**config.mk**
```make
export PLATFORM = sky130hd
export DESIGN_NAME = gamepad_deadzone_edge_conditioner
export DESIGN_NICKNAME = d
export VERILOG_FILES = /design/src/design/gde_pkg.sv /design/src/design/gde_axis_scale.sv /design/src/design/gde_pad_state.sv /design/src/design/gamepad_deadzone_edge_conditioner.sv
export SDC_FILE = /design/constraint.sdc
export NUM_CORES = 2
export LEC_CHECK = 0
export ABC_AREA = 1
export ABC_CLOCK_PERIOD_IN_PS = 32700
export BUFFER_PORTS_ARGS = -buffer_cell sky130_fd_sc_hd__buf_2
export CORE_ASPECT_RATIO = 0.75
export CORE_UTILIZATION = 28
export CTS_BUF_LIST = sky130_fd_sc_hd__clkbuf_16
export CTS_CLUSTER_SIZE = 10
export DETAILED_ROUTE_END_ITERATION = 10
export PLACE_DENSITY = 0.48
export SYNTH_ARGS = -nofsm -noshare
export SYNTH_HDL_FRONTEND = slang
export SYNTH_SLANG_ARGS = --single-unit
```
**constraint.sdc**
```tcl
create_clock -name i_clk -period 32.7 [get_ports i_clk]
set_clock_uncertainty 0.05 [all_clocks]
set_input_delay 6.54 -clock i_clk [delete_from_list [all_inputs] [get_ports i_clk]]
set_output_delay 6.54 -clock i_clk [all_outputs]
set_load 0.01 [all_outputs]
```
**src/design/gde_pkg.sv**
```systemverilog
// ----------------------------------------------------------------------------
// gde_pkg
// Shared types and constants for the gamepad deadzone and edge conditioner:
// payload structs, configuration register indexes, activity masks.
// ----------------------------------------------------------------------------
`default_nettype none

package gde_pkg;

    // Block sizing
    localparam int NUM_PADS   = 4;
    localparam int NUM_ANALOG = 8;
    localparam int PAD_IDX_W  = (NUM_PADS > 1) ? $clog2(NUM_PADS) : 1;

    // Field widths fixed by the report format
    localparam int PAD_FIELD_W = 2;
    localparam int BTN_W       = 16;
    localparam int ANA_BYTES   = 8;
    localparam int AXIS_W      = 16;
    localparam int DZ_W        = 16;
    localparam int GAIN_W      = 22;

    // Configuration port
    localparam int CFG_IDX_W  = 4;
    localparam int CFG_DATA_W = 22;

    localparam logic [CFG_IDX_W-1:0] CFG_DEADZONE = CFG_IDX_W'(0);
    localparam logic [CFG_IDX_W-1:0] CFG_GAIN     = CFG_IDX_W'(1);

    localparam logic [DZ_W-1:0]   DEADZONE_RESET = DZ_W'(15728);
    localparam logic [GAIN_W-1:0] GAIN_RESET     = GAIN_W'(86232);

    // Activity masks: dpad, start, back; A, B, X, Y, LT, RT
    localparam logic [BTN_W-1:0]     ACTIVE_DIGITAL_MASK = 16'h003F;
    localparam logic [ANA_BYTES-1:0] ACTIVE_ANALOG_MASK  = 8'hCF;

    typedef struct packed {
        logic [PAD_FIELD_W-1:0] pad_index;
        logic                   connected;
        logic [BTN_W-1:0]       digital_buttons;
        logic [63:0]            analog_buttons;
        logic signed [AXIS_W-1:0] left_stick_x;
        logic signed [AXIS_W-1:0] left_stick_y;
        logic signed [AXIS_W-1:0] right_stick_x;
        logic signed [AXIS_W-1:0] right_stick_y;
    } t_in_item;

    typedef struct packed {
        logic signed [AXIS_W-1:0] scaled_left_x;
        logic signed [AXIS_W-1:0] scaled_left_y;
        logic signed [AXIS_W-1:0] scaled_right_x;
        logic signed [AXIS_W-1:0] scaled_right_y;
        logic [BTN_W-1:0]         new_digital_presses;
        logic [ANA_BYTES-1:0]     new_analog_presses;
        logic                     any_pad_active;
    } t_out_item;

    // Per-pad state update request
    typedef struct packed {
        logic                 conn;
        logic                 commit;
        logic [PAD_IDX_W-1:0] pad;
        logic [BTN_W-1:0]     buttons;
        logic [ANA_BYTES-1:0] pressed;
        logic                 stick_active;
    } t_pad_upd;

    // Per-pad state report
    typedef struct packed {
        logic [BTN_W-1:0]     new_dig;
        logic [ANA_BYTES-1:0] new_ana;
        logic                 any_active;
    } t_pad_rpt;

endpackage

`default_nettype wire

```
**src/design/gde_axis_scale.sv**
```systemverilog
// ----------------------------------------------------------------------------
// gde_axis_scale
// One stick axis: symmetric magnitude, deadzone removal, gain rescale with
// saturation at full scale, sign restore.
// ----------------------------------------------------------------------------
`default_nettype none

module gde_axis_scale (
    input  wire logic signed [gde_pkg::AXIS_W-1:0] i_raw,
    input  wire logic [gde_pkg::DZ_W-1:0]          i_deadzone,
    input  wire logic [gde_pkg::GAIN_W-1:0]        i_gain,
    output logic signed [gde_pkg::AXIS_W-1:0]      o_scaled
);

    localparam int PROD_W = gde_pkg::DZ_W + gde_pkg::GAIN_W;

    logic                          neg;
    logic [gde_pkg::AXIS_W-1:0]    folded;
    logic [gde_pkg::DZ_W-1:0]      mag;
    logic [gde_pkg::DZ_W-1:0]      excess;
    logic [PROD_W-1:0]             prod;
    logic                          sat;
    logic [gde_pkg::AXIS_W-2:0]    v;

    // Fold to |2*raw+1|: for negative raw this is 2*(~raw)+1
    assign neg    = i_raw[gde_pkg::AXIS_W-1];
    assign folded = neg ? ~i_raw : i_raw;
    assign mag    = {folded[gde_pkg::AXIS_W-2:0], 1'b1};

    // Drop the deadzone, floor at zero
    assign excess = (mag > i_deadzone) ? (mag - i_deadzone) : '0;

    // Rescale, shift by 17, saturate at 32767
    assign prod = PROD_W'(excess) * PROD_W'(i_gain);
    assign sat  = |prod[PROD_W-1:32];
    assign v    = sat ? '1 : prod[31:17];

    // Restore sign
    assign o_scaled = neg ? -$signed({1'b0, v}) : $signed({1'b0, v});

endmodule

`default_nettype wire

```
**src/design/gde_pad_state.sv**
```systemverilog
// ----------------------------------------------------------------------------
// gde_pad_state
// Per-pad history: last buttons, last analog-pressed bits and activity bit.
// Reports new presses and the activity OR over all pads after the update.
// ----------------------------------------------------------------------------
`default_nettype none

module gde_pad_state (
    input  wire logic              i_clk,
    input  wire logic              i_rst_n,
    input  wire gde_pkg::t_pad_upd i_upd,
    output gde_pkg::t_pad_rpt      o_rpt
);

    logic [gde_pkg::BTN_W-1:0]     r_prev_buttons [gde_pkg::NUM_PADS];
    logic [gde_pkg::ANA_BYTES-1:0] r_prev_analog  [gde_pkg::NUM_PADS];
    logic [gde_pkg::NUM_PADS-1:0]  r_pad_active;
    logic [gde_pkg::NUM_PADS-1:0]  n_pad_active;
    logic                          new_active;

    // Activity of this report
    assign new_active = (|(i_upd.buttons & gde_pkg::ACTIVE_DIGITAL_MASK)) ||
                        (|(i_upd.pressed & gde_pkg::ACTIVE_ANALOG_MASK)) ||
                        i_upd.stick_active;

    // Edge detect against this pad's history
    always_comb begin
        if (i_upd.conn) begin
            o_rpt.new_dig = i_upd.buttons & ~r_prev_buttons[i_upd.pad];
            o_rpt.new_ana = i_upd.pressed & ~r_prev_analog[i_upd.pad];
        end else begin
            o_rpt.new_dig = '0;
            o_rpt.new_ana = '0;
        end
    end

    // Activity bits as they stand after this report
    always_comb begin
        n_pad_active = r_pad_active;
        if (i_upd.conn) begin
            n_pad_active[i_upd.pad] = new_active;
        end
    end

    assign o_rpt.any_active = |n_pad_active;

    // Commit history when the result moves to the output register
    always_ff @(posedge i_clk) begin
        if (!i_rst_n) begin
            for (int p = 0; p < gde_pkg::NUM_PADS; p++) begin
                r_prev_buttons[p] <= '0;
                r_prev_analog[p]  <= '0;
            end
            r_pad_active <= '0;
        end else if (i_upd.commit && i_upd.conn) begin
            r_prev_buttons[i_upd.pad] <= i_upd.buttons;
            r_prev_analog[i_upd.pad]  <= i_upd.pressed;
            r_pad_active              <= n_pad_active;
        end
    end

    // A disconnected report never shows presses
    a_disc_no_press: assert property (@(posedge i_clk) disable iff (!i_rst_n)
        !i_upd.conn |-> (o_rpt.new_dig == '0) && (o_rpt.new_ana == '0))
        else $error("presses reported for disconnected pad");

    // A committed report becomes that pad's history
    a_hist_commit: assert property (@(posedge i_clk) disable iff (!i_rst_n)
        (i_upd.commit && i_upd.conn) |=>
            (r_prev_buttons[$past(i_upd.pad)] == $past(i_upd.buttons)))
        else $error("button history not updated");

endmodule

`default_nettype wire

```
**src/design/gamepad_deadzone_edge_conditioner.sv**
```systemverilog
// Path: an accepted report is held in the input register, then one pass of
//   logic takes it into the output register, where its result is valid.
// Throughput: one report per cycle while i_out_ready holds; per-pad history
//   is read and written in one pass; consecutive reports of a pad need no stall.
// Reset: synchronous, active low; clears history, activity bits and both
//   pipeline valids, and loads the default deadzone and gain.
// ----------------------------------------------------------------------------
// gamepad_deadzone_edge_conditioner
// Stick deadzone rescale and per-pad button edge detection for poll reports.
// ----------------------------------------------------------------------------
`default_nettype none

module gamepad_deadzone_edge_conditioner (
    input  wire logic                             i_clk,
    input  wire logic                             i_rst_n,
    // Report channel
    input  wire logic                             i_in_valid,
    output logic                                  o_in_ready,
    input  wire gde_pkg::t_in_item                i_in_item,
    // Result channel
    output logic                                  o_out_valid,
    input  wire logic                             i_out_ready,
    output gde_pkg::t_out_item                    o_out_item,
    // Configuration write channel
    input  wire logic                             i_cfg_valid,
    output logic                                  o_cfg_ready,
    input  wire logic [gde_pkg::CFG_IDX_W-1:0]    i_cfg_index,
    input  wire logic [gde_pkg::CFG_DATA_W-1:0]   i_cfg_data
);

    logic [gde_pkg::DZ_W-1:0]      r_deadzone;
    logic [gde_pkg::GAIN_W-1:0]    r_gain;

    logic                          r_s1_valid;
    gde_pkg::t_in_item             r_s1_item;
    logic                          r_out_valid;
    gde_pkg::t_out_item            r_out_item;
    gde_pkg::t_out_item            n_out_item;

    logic                          advance;
    logic                          conn;
    logic [gde_pkg::ANA_BYTES-1:0] pressed;
    gde_pkg::t_pad_upd             upd;
    gde_pkg::t_pad_rpt             rpt;

    logic signed [gde_pkg::AXIS_W-1:0] lx, ly, rx, ry;

    // Configuration registers; writes are always taken
    assign o_cfg_ready = 1'b1;

    always_ff @(posedge i_clk) begin
        if (!i_rst_n) begin
            r_deadzone <= gde_pkg::DEADZONE_RESET;
            r_gain     <= gde_pkg::GAIN_RESET;
        end else if (i_cfg_valid) begin
            unique case (i_cfg_index)
                gde_pkg::CFG_DEADZONE: r_deadzone <= i_cfg_data[gde_pkg::DZ_W-1:0];
                gde_pkg::CFG_GAIN:     r_gain     <= i_cfg_data[gde_pkg::GAIN_W-1:0];
                default: ;
            endcase
        end
    end

    // Handshake: stage 1 moves on whenever the output register is free or drains
    assign advance    = r_s1_valid && (!r_out_valid || i_out_ready);
    assign o_in_ready = !r_s1_valid || advance;

    always_ff @(posedge i_clk) begin
        if (!i_rst_n) begin
            r_s1_valid <= 1'b0;
        end else if (o_in_ready) begin
            r_s1_valid <= i_in_valid;
        end
    end

    // Hold the accepted report
    always_ff @(posedge i_clk) begin
        if (i_in_valid && o_in_ready) begin
            r_s1_item <= i_in_item;
        end
    end

    // Report is usable only for a connected, existing pad
    assign conn = r_s1_item.connected &&
                  (32'(r_s1_item.pad_index) < gde_pkg::NUM_PADS);

    // Analog button counts as pressed when its byte is nonzero
    always_comb begin
        pressed = '0;
        for (int k = 0; k < gde_pkg::NUM_ANALOG; k++) begin
            pressed[k] = |r_s1_item.analog_buttons[8*k +: 8];
        end
    end

    // Stick axes
    gde_axis_scale u_axis_lx (
        .i_raw      (r_s1_item.left_stick_x),
        .i_deadzone (r_deadzone),
        .i_gain     (r_gain),
        .o_scaled   (lx)
    );

    gde_axis_scale u_axis_ly (
        .i_raw      (r_s1_item.left_stick_y),
        .i_deadzone (r_deadzone),
        .i_gain     (r_gain),
        .o_scaled   (ly)
    );

    gde_axis_scale u_axis_rx (
        .i_raw      (r_s1_item.right_stick_x),
        .i_deadzone (r_deadzone),
        .i_gain     (r_gain),
        .o_scaled   (rx)
    );

    gde_axis_scale u_axis_ry (
        .i_raw      (r_s1_item.right_stick_y),
        .i_deadzone (r_deadzone),
        .i_gain     (r_gain),
        .o_scaled   (ry)
    );

    // Per-pad history and activity
    assign upd.conn         = conn;
    assign upd.commit       = advance;
    assign upd.pad          = gde_pkg::PAD_IDX_W'(r_s1_item.pad_index);
    assign upd.buttons      = r_s1_item.digital_buttons;
    assign upd.pressed      = pressed;
    assign upd.stick_active = (lx != '0) || (ly != '0);

    gde_pad_state u_pad_state (
        .i_clk   (i_clk),
        .i_rst_n (i_rst_n),
        .i_upd   (upd),
        .o_rpt   (rpt)
    );

    // Assemble the result; sticks read zero for a disconnected report
    always_comb begin
        n_out_item.scaled_left_x       = conn ? lx : '0;
        n_out_item.scaled_left_y       = conn ? ly : '0;
        n_out_item.scaled_right_x      = conn ? rx : '0;
        n_out_item.scaled_right_y      = conn ? ry : '0;
        n_out_item.new_digital_presses = rpt.new_dig;
        n_out_item.new_analog_presses  = rpt.new_ana;
        n_out_item.any_pad_active      = rpt.any_active;
    end

    // Output register
    always_ff @(posedge i_clk) begin
        if (!i_rst_n) begin
            r_out_valid <= 1'b0;
        end else if (advance) begin
            r_out_valid <= 1'b1;
        end else if (i_out_ready) begin
            r_out_valid <= 1'b0;
        end
    end

    always_ff @(posedge i_clk) begin
        if (advance) begin
            r_out_item <= n_out_item;
        end
    end

    assign o_out_valid = r_out_valid;
    assign o_out_item  = r_out_item;

    // An empty pipeline always takes a report
    a_ready_when_empty: assert property (@(posedge i_clk) disable iff (!i_rst_n)
        (!r_s1_valid && !r_out_valid) |-> o_in_ready)
        else $error("ready low with empty pipeline");

    // A held report stays until it moves to the output register
    a_s1_no_loss: assert property (@(posedge i_clk) disable iff (!i_rst_n)
        (r_s1_valid && !advance) |=> (r_s1_valid && $stable(r_s1_item)))
        else $error("stage 1 report lost");

    // Sign restore never produces the most negative code
    a_no_min_code: assert property (@(posedge i_clk) disable iff (!i_rst_n)
        r_out_valid |-> (r_out_item.scaled_left_x != 16'sh8000) &&
                        (r_out_item.scaled_left_y != 16'sh8000) &&
                        (r_out_item.scaled_right_x != 16'sh8000) &&
                        (r_out_item.scaled_right_y != 16'sh8000))
        else $error("scaled axis out of range");

endmodule

`default_nettype wire
```
# --- Yosys cells after proc, flatten, opt, wreduce, memory -nomap -nowiden ---
# Memory sizes are Yosys's and may differ from the RTL's. A register that Yosys moved wholly into a read port is not among the register bits.
# Index checks and enable logic that the tools add are counted.
word_totals:
  ram_bits: 96
  mem_count: 2
  regBits: 280
  in_bits: 178
  word_cells: 121
  output_inout_bits: 92
memory_table:
  columns: ["name", "words", "word_bits", "read_ports", "rd_ports_with_merged_regs", "write_ports", "line_no", "text"]
  rows:
  - ["u_pad_state.r_prev_buttons", 4, 16, 1, 1, 4, "gde_pad_state.sv:15", "logic [gde_pkg::BTN_W-1:0] r_prev_buttons [gde_pkg::NUM_PADS];"]
  - ["u_pad_state.r_prev_analog", 4, 8, 1, 1, 4, "gde_pad_state.sv:16", "logic [gde_pkg::ANA_BYTES-1:0] r_prev_analog [gde_pkg::NUM_PADS];"]
classes:
  order_cmp: 6
  mux: 34
  n_reduce_logical: 36
  n_eq_ne: 1
  n_mul: 4
  add_sub_neg: 8
  bitwise: 8
ops:
  columns: ["operator", "count"]
  rows:
  - ["$mul 16x22->38", 4]
  - ["$mux 15", 10]
  - ["$mux 16", 7]
  - ["$reduce_or 8->1", 9]
  - ["$gt 16x16->1", 4]
  - ["$neg 15->16", 4]
  - ["$sub 16x16->16", 4]
  - ["$not 15->15", 4]
  - ["$reduce_or 48->1", 1]
  - ["$reduce_bool 16->1", 2]
  - ["$reduce_or 6->1", 5]
  - ["$and 16x16->16", 1]
  - ["$not 16->16", 1]
  - ["$reduce_or 16->1", 1]
  - ["$mux 1", 9]
  - ["$and 8x8->8", 1]
  - ["$mux 2", 4]
  - ["$mux 8", 1]
  - ["$not 8->8", 1]
  - ["$reduce_and 2->1", 4]
  - ["$logic_or 1x1->1", 5]
  - ["$bwmux 4", 1]
  - ["$eq 4x1->1 const B", 1]
  - ["$logic_and 1x1->1", 4]
  - ["8 further kinds", 9]

# --- Logic depth before layout (Yosys ltp) ---
logic_depth:
  ltp_word: 15
  ltp_mapped: 65
  ltp_nobuf: 60

# --- Modules after synthesis ---
# A second synthesis with hierarchy kept.
hier_totals:
  cells_unflattened: 8021
  hier_area_um2: 65298.9
by_module_without_submodules:
  columns: ["module", "cells_each", "seq_area_each_um2", "n_inst", "area_each_um2"]
  rows:
  - ["gde_axis_scale at u_axis_ly ...", 1732, 0.0, 2, 12819.8]
  - ["gde_axis_scale at u_axis_lx", 1739, 0.0, 1, 12793.5]
  - ["gde_axis_scale at u_axis_ry", 1692, 0.0, 1, 12705.9]
  - ["gamepad_deadzone_edge_conditioner", 670, 7887.6, 1, 9536.6]
  - ["gde_pad_state", 456, 2962.8, 1, 4623.2]

# --- Worst setup path before layout ---
# Ideal clock, no wire load.
synth_path:
  kind: "input port to output port"
  from: "input port i_out_ready"
  to: "output port o_in_ready"
  path_buffers: 0
  arrival_time_ps: 6724
  path_slack_ps: 19386
  required_time_ps: 26110
  stages: 2
  path_cell_list: "inv_1 nand3_1"
synth_via:
  elab_chain_cells: 3
synth_rtl:
  columns: ["element", "line_no", "text"]
  rows:
  - ["from (decl)", "gamepad_deadzone_edge_conditioner.sv:22", "input wire logic i_out_ready,"]
  - ["$logic_or 1x1->1", "gamepad_deadzone_edge_conditioner.sv:65", "assign advance = r_s1_valid && (!r_out_valid || i_out_ready);"]
  - ["$logic_and 1x1->1", "gamepad_deadzone_edge_conditioner.sv:65", null]
  - ["$logic_or 1x1->1", "gamepad_deadzone_edge_conditioner.sv:66", "assign o_in_ready = !r_s1_valid || advance;"]
  - ["to (decl)", "gamepad_deadzone_edge_conditioner.sv:18", "output logic o_in_ready,"]
# No other way between the ends.

# --- Worst setup path in the final report ---
# Ends and elaborated chain as after synthesis.

==> impl_metrics.tcl <==
set metrics [dict create \
    grt_pass1_vias 52800 \
    root_buffer "clkbuf_16" \
    cts_max_path_buffers 3 \
    grt_usage 0.196 \
    die_h_um 415 \
    antenna_left 0 \
    dr_total_vias 52100 \
    hpwlAfterDp_um 176000 \
    cp.required_ns 26.11 \
    finalSetupViolations 0 \
    async_flop_share 0 \
    syn_avg_cell_area_sq_um 8.32 \
    startpoint_type "input port" \
    syn_nets 9443 \
    first_pass_iters 6 \
    coreArea_sq_mm 0.226 \
    grt.overflow.total 0 \
    hp-start "u_pad_state.r_pad_active[1]" \
    period_share 0.415 \
    dieArea_sq_mm 0.229 \
    drtIter0Drc 4334 \
    synth_edf_count 332 \
    wl_per_cell_um 20.8 \
    arrival_ns 6.98 \
    synth_common_cells "1571 x inv_1, 1494 x nand2_1, 1112 x fa_1, 1051 x nor2_1, 494 x ha_1" \
    hold_buffers 0 \
    cts.clk_slew.worst_paths_ns 0.05 \
    yosysMostFrequentCell "inv_1" \
    io_pins 270 \
    yosysTopAreaCell "fa_1" \
    period_needed_ns 13.57 \
    area_growth_pct 9.68 \
    finalHoldViolCount 0 \
    nNetsFinal 9565 \
    synthCells 7659 \
    clock_latency_ns 0.70 \
    rsz0062_at_grt "no" \
    cts_htree_levels 2 \
    min_to "u_pad_state.r_pad_active[1]" \
    die_width_um 553 \
    synth-seq-area-share 0.171 \
    fmax_mhz 73.7 \
    yosysUniqueCellTypes 63 \
    postCtsSetupBuffers 0 \
    antenna_found_initial 23 \
    tightestPinTransition_ns 1.07 \
    wl_um 224000 \
    ff2ff_setup_slack_ns 20.52 \
    max_slew_margin 0.289 \
    synth_area_leaders "fa_1 35%, edfxtp_1 16%, ha_1 9.7%" \
    cap_violations 0 \
    r2r_start "r_s1_item[63]" \
    setup.worst_path.class "input port to output port" \
    netlist.area_leader.share 0.349 \
    grt_max_degree 79 \
    start_util 0.282 \
    ys_ff_latch 378 \
    rows 151 \
    tns_ns 0 \
    clock_sinks 378 \
    timing.rr.end "o_out_item[0]" \
    ys.flop_type "edfxtp_1" \
    hold_depth 2 \
    drive_above_1_share 0.0751 \
    setup.worst_path.start "i_out_ready" \
    path_max_fanout 3 \
    cts_tree "yes" \
    syn_area_sq_mm 0.0637 \
    r2r_cells 53 \
    grt_pass1_wl_um 338000 \
    hold_path.class "flip-flop to flip-flop" \
    cts_buffers 46 \
    drc 0 \
    numPortBuffers 268 \
    cts_resized 0 \
    slew_violations 0 \
    ys_warn_count 0 \
    status "finished, final reports clean" \
    end_kind "output port" \
    gp_congestion 0.927 \
    via_per_inst 4.82 \
]
-- layout make-up --
class / instances / area [sq um]
Antenna cell: 2 / 5.00
Tap cell: 2983 / 3730
Sequential cell: 378 / 10900
Clock buffer: 46 / 1150
Multi-Input combinational cell: 5375 / 45700
Timing Repair Buffer: 370 / 2110
Inverter: 1610 / 6050
Clock inverter: 33 / 268
Fill cell: 24300 / 156000
-- through the flow --
stage           util  area, sq um  hold slack (ns)  instances  setup slack [ns]
2_1_floorplan      -        63700            0.377       7659             19.39
3_3_place_gp   0.303        68500            0.389      10700             19.10
3_5_place_dp   0.303        68500            0.394      10700             19.12
4_1_cts        0.309        69900            0.402      10800             19.12
5_1_grt        0.309        69900            0.432      10800             19.05
6_report       0.309        69900            0.399      10800             19.13
-- critical path, cell delays in order --
cell,delay [ns]
buf_2,0.10
inv_1,0.07
nand3_1,0.11
buf_2,0.17
-- cell usage in the layout, fill, tap and decap left out, drive strengths merged, types with 2 or more instances in the layout --
master | netlist | final
inv | 1582 | 1609
bufinv | 0 | 3
o211ai | 2 | 2
nor3 | 86 | 86
edfxtp | 332 | 332
nand3 | 165 | 165
dfxtp | 46 | 46
a311oi | 2 | 2
or2 | 19 | 19
o2111ai | 6 | 6
clkinv | 28 | 31
a31oi | 16 | 16
a221oi | 5 | 5
nor4 | 30 | 30
o21a | 27 | 27
a21oi | 293 | 293
clkbuf | 277 | 46
nand4 | 34 | 34
nand3b | 23 | 23
o22ai | 25 | 25
buf | 19 | 370
fa | 1112 | 1112
o21bai | 13 | 13
xor2 | 118 | 118
diode | 0 | 2
o21ai | 215 | 215
and3 | 4 | 4
a211oi | 7 | 7
xnor2 | 51 | 51
ha | 494 | 494
nor2 | 1081 | 1081
o221a | 2 | 2
nand2 | 1526 | 1526
a21o | 7 | 7
a21boi | 3 | 3
-- registers in the layout, indices dropped and copies added (netlist names), named ones only --
signal and flops:
r_s1_item 146, u_pad_state.r_prev_analog 32, u_pad_state.r_prev_buttons 64, u_pad_state.r_pad_active 4
conn 1, o_out_valid 1, r_gain 22, r_deadzone 16
r_s1_valid 1, o_out_item 89
-- per-layer routing --
metal  vias to the layer above  GRT usage  share of wire
met5                         -          0        0.00067
met4                        26     0.0343          0.018
met3                       226     0.0449          0.094
met2                      1953      0.289           0.42
met1                     26400      0.291           0.47
li1                      23400          -              -
-- logic make-up (layout without fill, tap and decap cells) --
| group | after synthesis | after routing | share of synthesized area |
|---|---|---|---|
| simple gates | 2970 | 2970 | 0.192 |
| xor+xnor | 169 | 169 | 0.0232 |
| fa+ha+maj | 1606 | 1606 | 0.446 |
| compound gates | 629 | 629 | 0.0545 |
| buf+inv | 1906 | 2059 | 0.113 |
| other cells | 1 | 3 | 0.0000589 |
| flops | 378 | 378 | 0.171 |
-- how the worst max path moves through the flow --
stage / to / slack, ns / cells past startpoint
global placement: o_in_ready / 19.10 / 4
global route: o_in_ready / 19.05 / 4
finish: o_in_ready / 19.13 / 4
detailed placement: o_in_ready / 19.12 / 4
floorplan: o_in_ready / 19.39 / 2
CTS: o_in_ready / 19.12 / 4
Power is left out: the tool's default activity adds up to more than one toggle a clock period on the data nets, which glitch-free logic cannot reach.
